<file path="src/design/tcc_pkg.sv">
package tcc_pkg;

  // field widths
  localparam int SAMPLE_W  = 12;
  localparam int POINT_X_W = 8;
  localparam int POINT_Y_W = 9;
  localparam int COEF_W    = 32;
  localparam int CFG_IDX_W = 3;

  // default panel size
  localparam int SCREEN_WIDTH_DEF  = 240;
  localparam int SCREEN_HEIGHT_DEF = 320;

  // Q15.16 affine arithmetic
  localparam int FRAC_BITS = 16;
  localparam int PROD_W    = COEF_W + SAMPLE_W + 1;
  localparam int SUM_W     = PROD_W + 1;
  localparam int WHOLE_W   = SUM_W - 1 - FRAC_BITS;

  // fallback count window
  localparam int COUNT_LOW  = 300;
  localparam int COUNT_HIGH = 3800;
  localparam int COUNT_SPAN = COUNT_HIGH - COUNT_LOW;

  // fallback product (count - low) * (size - 1), size up to 4096
  localparam int SIZE_W  = 12;
  localparam int SCALE_W = SAMPLE_W + SIZE_W;

  // divide by the span as multiply by reciprocal, exact for SCALE_W-bit operands
  localparam int          DIV_SHIFT = SCALE_W + SIZE_W;
  localparam int          DIV_MUL_W = 25;
  localparam logic [DIV_MUL_W-1:0] DIV_MUL =
    DIV_MUL_W'(((64'd1 << DIV_SHIFT) + 64'(COUNT_SPAN) - 64'd1) / 64'(COUNT_SPAN));
  localparam int QUO_W = SIZE_W + 1;

  // register indexes
  typedef enum logic [CFG_IDX_W-1:0] {
    CFG_CALIBRATED = 3'd0,
    CFG_COEF_XX    = 3'd1,
    CFG_COEF_XY    = 3'd2,
    CFG_COEF_XOFF  = 3'd3,
    CFG_COEF_YX    = 3'd4,
    CFG_COEF_YY    = 3'd5,
    CFG_COEF_YOFF  = 3'd6
  } cfg_index_t;

  typedef struct packed {
    logic [SAMPLE_W-1:0] sample_x;
    logic [SAMPLE_W-1:0] sample_y;
  } sample_t;

  typedef struct packed {
    logic [POINT_X_W-1:0] point_x;
    logic [POINT_Y_W-1:0] point_y;
  } point_t;

endpackage

</file>
<file path="src/design/tcc_axis.sv">
module tcc_axis
  import tcc_pkg::*;
#(
  parameter int SIZE  = SCREEN_WIDTH_DEF,
  parameter int OUT_W = POINT_X_W
) (
  input  logic                     clk,
  input  logic                     en,
  input  logic                     calibrated,
  input  logic signed [COEF_W-1:0] coef_a,
  input  logic signed [COEF_W-1:0] coef_b,
  input  logic signed [COEF_W-1:0] coef_off,
  input  logic [SAMPLE_W-1:0]      rx,
  input  logic [SAMPLE_W-1:0]      ry,
  input  logic [SAMPLE_W-1:0]      raw,
  output logic [OUT_W-1:0]         point
);

  localparam logic [SIZE_W-1:0]  SIZE_M1    = SIZE_W'(SIZE - 1);
  localparam logic [WHOLE_W-1:0] SIZE_WHOLE = WHOLE_W'(SIZE);
  localparam logic [QUO_W-1:0]   SIZE_QUO   = QUO_W'(SIZE);

  logic signed [PROD_W-1:0]   prod_a;
  logic signed [PROD_W-1:0]   prod_b;
  logic [SCALE_W-1:0]         scaled;
  logic                       below;
  logic signed [SUM_W-1:0]    sum;
  logic [QUO_W-1:0]           quo;
  logic                       below_q;
  logic [SAMPLE_W:0]          raw_off;
  logic [DIV_SHIFT+QUO_W-1:0] quo_full;
  logic [WHOLE_W-1:0]         whole;
  logic [SIZE_W-1:0]          clamped;

  // window offset of the raw count, sign in the top bit
  assign raw_off = {1'b0, raw} - (SAMPLE_W + 1)'(COUNT_LOW);

  // products stage
  always_ff @(posedge clk) begin
    if (en) begin
      prod_a <= coef_a * $signed({1'b0, rx});
      prod_b <= coef_b * $signed({1'b0, ry});
      scaled <= raw_off[SAMPLE_W-1:0] * SIZE_M1;
      below  <= raw_off[SAMPLE_W];
    end
  end

  // reciprocal multiply for the fallback quotient
  assign quo_full = (DIV_SHIFT + QUO_W)'(scaled * DIV_MUL);

  // sum and quotient stage
  always_ff @(posedge clk) begin
    if (en) begin
      sum     <= {prod_a[PROD_W-1], prod_a} + {prod_b[PROD_W-1], prod_b}
                 + {{(SUM_W - COEF_W){coef_off[COEF_W-1]}}, coef_off};
      quo     <= quo_full[DIV_SHIFT +: QUO_W];
      below_q <= below;
    end
  end

  assign whole = sum[SUM_W-2:FRAC_BITS];

  // floor, then clamp to the screen
  always_comb begin
    if (calibrated) begin
      if (sum[SUM_W-1]) begin
        clamped = '0;
      end else if (whole >= SIZE_WHOLE) begin
        clamped = SIZE_M1;
      end else begin
        clamped = whole[SIZE_W-1:0];
      end
    end else begin
      if (below_q) begin
        clamped = '0;
      end else if (quo >= SIZE_QUO) begin
        clamped = SIZE_M1;
      end else begin
        clamped = quo[SIZE_W-1:0];
      end
    end
  end

  assign point = clamped[OUT_W-1:0];

endmodule

</file>
<file path="config.mk">
export PLATFORM = sky130hd
export DESIGN_NAME = tcc_axis
export DESIGN_NICKNAME = d
export VERILOG_FILES = /design/src/design/tcc_pkg.sv /design/src/design/tcc_axis.sv
export SDC_FILE = /design/constraint.sdc
export NUM_CORES = 2
export LEC_CHECK = 0
export BUFFER_PORTS_ARGS = -buffer_cell sky130_fd_sc_hd__buf_2
export CORE_UTILIZATION = 50
export DETAILED_ROUTE_END_ITERATION = 12
export GPL_TIMING_DRIVEN = 0
export PLACE_DENSITY_LB_ADDON = 0.12
export SETUP_SLACK_MARGIN = 0.2
export SLEW_MARGIN = 20
export SYNTH_ARGS = -nofsm -noshare
export SYNTH_HDL_FRONTEND = slang
export SYNTH_SLANG_ARGS = --single-unit
</file>
<file path="constraint.sdc">
create_clock -name clk -period 6.3 [get_ports clk]
set_input_delay 0.315 -clock clk [delete_from_list [all_inputs] [get_ports clk]]
set_output_delay 0.315 -clock clk [all_outputs]
set_load 0.02 [all_outputs]
</file>
Word level (Yosys, flattened, before mapping)
Cells that the tools add are included.
{"block": "word_totals", "register_bits": 167, "in_bits": 135, "out_inout_bits": 8, "wordCells": 21}
{"block": "op_classes", "n_addsub": 3, "n_mul": 4, "magnitude_cmp": 2, "mux": 5}
{"cell": "32-bit by 13-bit multiplier with 45-bit output", "count": 2}
{"cell": "45-bit by 45-bit adder with 46-bit output", "count": 1}
{"cell": "46-bit adder", "count": 1}
{"cell": "20-bit by 25-bit multiplier with 45-bit output (second input constant)", "count": 1}
{"cell": "8-bit 2-to-1 mux", "count": 5}
{"cell": "29-bit by 8-bit >= comparator with 1-bit output (second input constant)", "count": 1}
{"cell": "12-bit by 8-bit multiplier with 20-bit output (second input constant)", "count": 1}
{"cell": "12-bit by 9-bit subtractor with 13-bit output (second input constant)", "count": 1}
{"cell": "9-bit by 8-bit >= comparator with 1-bit output (second input constant)", "count": 1}

Depth between registers and ports, before layout
{"block": "logic_depth", "word_depth": 4, "depth_mapped": 24, "mapped_depth_nobuf": 24}

Least setup slack after synthesis
No wires, ideal clock.
{"block": "synth_path", "path_kind": "register to register", "startpoint": "reg scaled[8]", "endpoint": "reg quo[8] (data pin)", "setup_time_ns": 0.260, "arrival_time_ns": 6.105, "required_ns": 6.040, "setup_slack_ns": -0.064, "stages_incl_launch_ff": 22, "n_path_buf": 0, "period_less_slack_ns": 6.364, "cell_sequence": "edfxtp_1 fa_1 xor2_1 ha_1 a21oi_1 fa_1 inv_1 fa_1 fa_1 fa_1 fa_1 ha_1 a21o_1 a2111oi_0 o221ai_1 a21oi_1 or3_1 o211a_1 a21oi_1 a211o_1 a21oi_1 xnor2_1"}
{"block": "synth_via", "elab_chain_len": 1}
{"element": "start: declaration", "line_no": "tcc_axis.sv:25", "text": "logic [SCALE_W-1:0] scaled;"}
{"element": "start signal: assignment", "line_no": "tcc_axis.sv:43", "text": "scaled <= raw_off[SAMPLE_W-1:0] * SIZE_M1;"}
{"element": "20-bit by 25-bit multiplier with 45-bit output", "line_no": "tcc_axis.sv:49", "text": "assign quo_full = (DIV_SHIFT + QUO_W)'(scaled * DIV_MUL);"}
{"element": "named net quo_full[44]", "line_no": "tcc_axis.sv:31", "text": "logic [DIV_SHIFT+QUO_W-1:0] quo_full;"}
{"element": "end signal: assignment", "line_no": "tcc_axis.sv:56", "text": "quo <= quo_full[DIV_SHIFT +: QUO_W];"}
{"element": "end: declaration", "line_no": "tcc_axis.sv:28", "text": "logic [QUO_W-1:0] quo;"}
The timed path passes the listed nets, and every way through them passes these cells.
A chain may end at the register's enable or synchronous reset.

Final worst setup path
{"block": "layout_path", "startpoint": "reg scaled[12]", "endpoint": "reg quo[8] (data pin)"}
The elaborated chain is that of the path after synthesis.

==> impl_metrics.env <==
export IMPL_fin_nets=6201
export IMPL_first_iter_violations=1791
export IMPL_portBuffers=142
export IMPL_hold_viol_final=0
export IMPL_crit_family="adder cells"
export IMPL_final_cell_area_sq_um=47100
export IMPL_clk_latency_ps=450
export IMPL_viasPerCell=5.22
export IMPL_path_clk_slew_ps=70
export IMPL_synth_top_flop_cell="edfxtp_1"
export IMPL_clock_path_buffers=2
export IMPL_skew_ps=11.1
export IMPL_crit_top_cell="fa_1"
export IMPL_cts_root_buffer="clkbuf_16"
export IMPL_synth_top_cell_by_area="fa_1"
export IMPL_critPathBufInv=1
export IMPL_crit_chain="fa_2 -> fa_1 -> fa_1 -> fa_1 -> fa_1 -> fa_1 -> fa_1 -> ha_1 -> a21o_1 -> a2111oi_4 -> o221ai_2 -> a21oi_2 -> buf_6 -> or3_4 -> o211a_4 -> a21oi_4 -> a211o_1 -> a21oi_2 -> xnor2_1"
export IMPL_rsz0062_at_grt="true"
export IMPL_fill_cells=7968
export IMPL_dieArea_sq_um=88100
export IMPL_numClockSinks=151
export IMPL_slew_violations=0
export IMPL_multiInputGateArea_sq_um=34900
export IMPL_syn_inst=4397
export IMPL_syn_nets=5992
export IMPL_antenna_found_initial=10
export IMPL_crit_fanout=4
export IMPL_timing_fmax_mhz=151
export IMPL_critical_path_startpoint_type="register"
export IMPL_routed_via_count=30100
export IMPL_worst_pin_slew_ps=879
export IMPL_relSlewSlack=0.412
export IMPL_track_usage=0.257
export IMPL_max_cap_viol_count=0
export IMPL_drt_pass1_iterations=5
export IMPL_synthArstFlopShare=0
export IMPL_grt_pass1_wl_um=174000
export IMPL_instances_no_fill=5765
export IMPL_layout_min_cycle_time_ps=6600
export IMPL_synth_seq_cells=151
export IMPL_min_period_over_period=1.05
export IMPL_synth_seq_area_share=0.104
export IMPL_numCtsBuffers=17
export IMPL_layout_drive_gt1_share=0.0771
export IMPL_fin_ws_ps=-303
export IMPL_cts_tree="yes"
export IMPL_status="finished with violations"
export IMPL_yosysTopAreaCellShare=0.440
export IMPL_totalWireLength_um=108000
export IMPL_seq_area_sq_um=4530
export IMPL_dieHeight_um=297
export IMPL_io_pins=143
export IMPL_grt_max_degree=87
export IMPL_hold_class="input pin to register"
export IMPL_crit_path_top_delay_cell="fa_2"
export IMPL_dp_hpwl_um=94400
export IMPL_core_area_sq_um=85700
export IMPL_placed_area_sq_um=45700
export IMPL_critPathKind="register to register"
export IMPL_yosysWarnings=0
export IMPL_gp_congestion=0.966
export IMPL_netlist_area_sq_um=43500
export IMPL_wire_per_inst_um=18.7
export IMPL_overflow=0
export IMPL_grt_pass1_vias=32400
export IMPL_synth_distinct_cells=72
export IMPL_critPathRequiredTime_ps=6490
export IMPL_synth_edf_count=151
export IMPL_arrival_ps=6790
export IMPL_dp_slack_ps=-1260
export IMPL_syn_area_per_cell_sq_um=9.89
export IMPL_initial_utilization=0.507
export IMPL_end_kind="register"
export IMPL_place_inst=5684
export IMPL_row_count=107
export IMPL_die_w_um=297
export IMPL_syn_to_final_growth_pct=8.25
export IMPL_final_antenna_net_count=0
export IMPL_htree_levels=4
export IMPL_max_stage_delay_ps=660
export IMPL_synth_top_cells_by_area="fa_1, ha_1, edfxtp_1, inv_1, nand2_1"
export IMPL_setup_viol=7
export IMPL_route_detailed_drc=0
export IMPL_failed_checks="setup timing"
-- final cells by class --
cell class | count | share of cell area
Timing Repair Buffer | 197 | 0.0250
Multi-Input combinational cell | 3077 | 0.741
Antenna cell | 2 | 0.000106
Tap cell | 1144 | 0.0304
Clock buffer | 18 | 0.00912
Clock inverter | 14 | 0.00245
Inverter | 1025 | 0.0818
Sequential cell | 151 | 0.0963
Buffer | 137 | 0.0135
-- registers in the layout (all words and copies together) (netlist names) --
signal,flops
sum,30
prod_b,45
quo,9
below,1
prod_a,45
below_q,1
scaled,20
-- layer usage --
metal	routed length, um	track usage
met5	0	0
met2	54000	0.442
met4	3590	0.0735
met1	44600	0.338
met3	5730	0.0343
-- per-stage QoR --
step                      setup TNS [ps]  utilization  hold slack [ps]
after global placement            -23430        0.533              410
after CTS                          -1640        0.544              208
final                              -1240        0.549              217
after detailed placement          -23940        0.533              407
after floorplan                        0            -              400
after global routing               -2370        0.549              212
-- placed cells by master (no fill, tap or decap), types with 13 or more instances in the layout --
master	count
fa_2	13
inv_1	1022
clkbuf_1	80
a21oi_1	119
o21a_1	18
ha_1	494
o21ai_0	69
nor2_1	72
clkbuf_16	17
a21o_1	76
a211oi_1	15
nor2b_1	14
xor2_1	52
nand2b_1	17
nor3_1	16
xnor2_1	98
edfxtp_1	151
nand3_1	33
clkbuf_2	38
buf_2	146
nand2_1	526
fa_1	943
nand4_1	16
buf_4	50
and2_1	314
-- final timing paths --
| path | slack [ps] | cells past startpoint | end | startpoint |
|---|---|---|---|---|
| setup / recovery | -300 | 19 | quo[8] | scaled[12] |
| hold / removal | 220 | 1 | scaled[0] | raw[0] |
| setup reg to reg | -300 | 19 | quo[8] | scaled[12] |
| hold reg to reg | 430 | 0 | below_q | below |
-- synthesized netlist by cell type, types with 15 or more instances --
cell and instances:
nor3_1 17, a21oi_1 128, nor2_1 72, nand2_1 526, nor2b_1 15, o21a_1 19, fa_1 956, a211oi_1 17
ha_1 504, o21ai_0 72, xor2_1 54, nand2b_1 17, a21o_1 76, nand3_1 34, and2_1 314, xnor2_1 98
inv_1 1025, edfxtp_1 151, clkbuf_1 143, nand4_1 16
-- cells by family (layout without fill, tap and decap cells) --
group,Yosys count,in the layout,synth area share
multiplexers,2,2,0.000489
XOR/XNOR,152,152,0.0306
flip-flops,151,151,0.104
AO/OA/AOI/OAI,408,408,0.0617
buffers and inverters,1169,1391,0.101
AND/OR/NAND/NOR,1055,1055,0.117
other,0,2,0
adder cells (fa/ha/maj),1460,1460,0.585
-- timing repair --
item                       4_1_cts  5_1_grt
hold buffers                     0        0
resized for setup               66      115
setup endpoints to repair       36       26
setup buffers                   37       17
pin swaps                       12       15
Power is not shown: default switching activity piles up to over one toggle a cycle in this logic, so the estimate is an artifact.
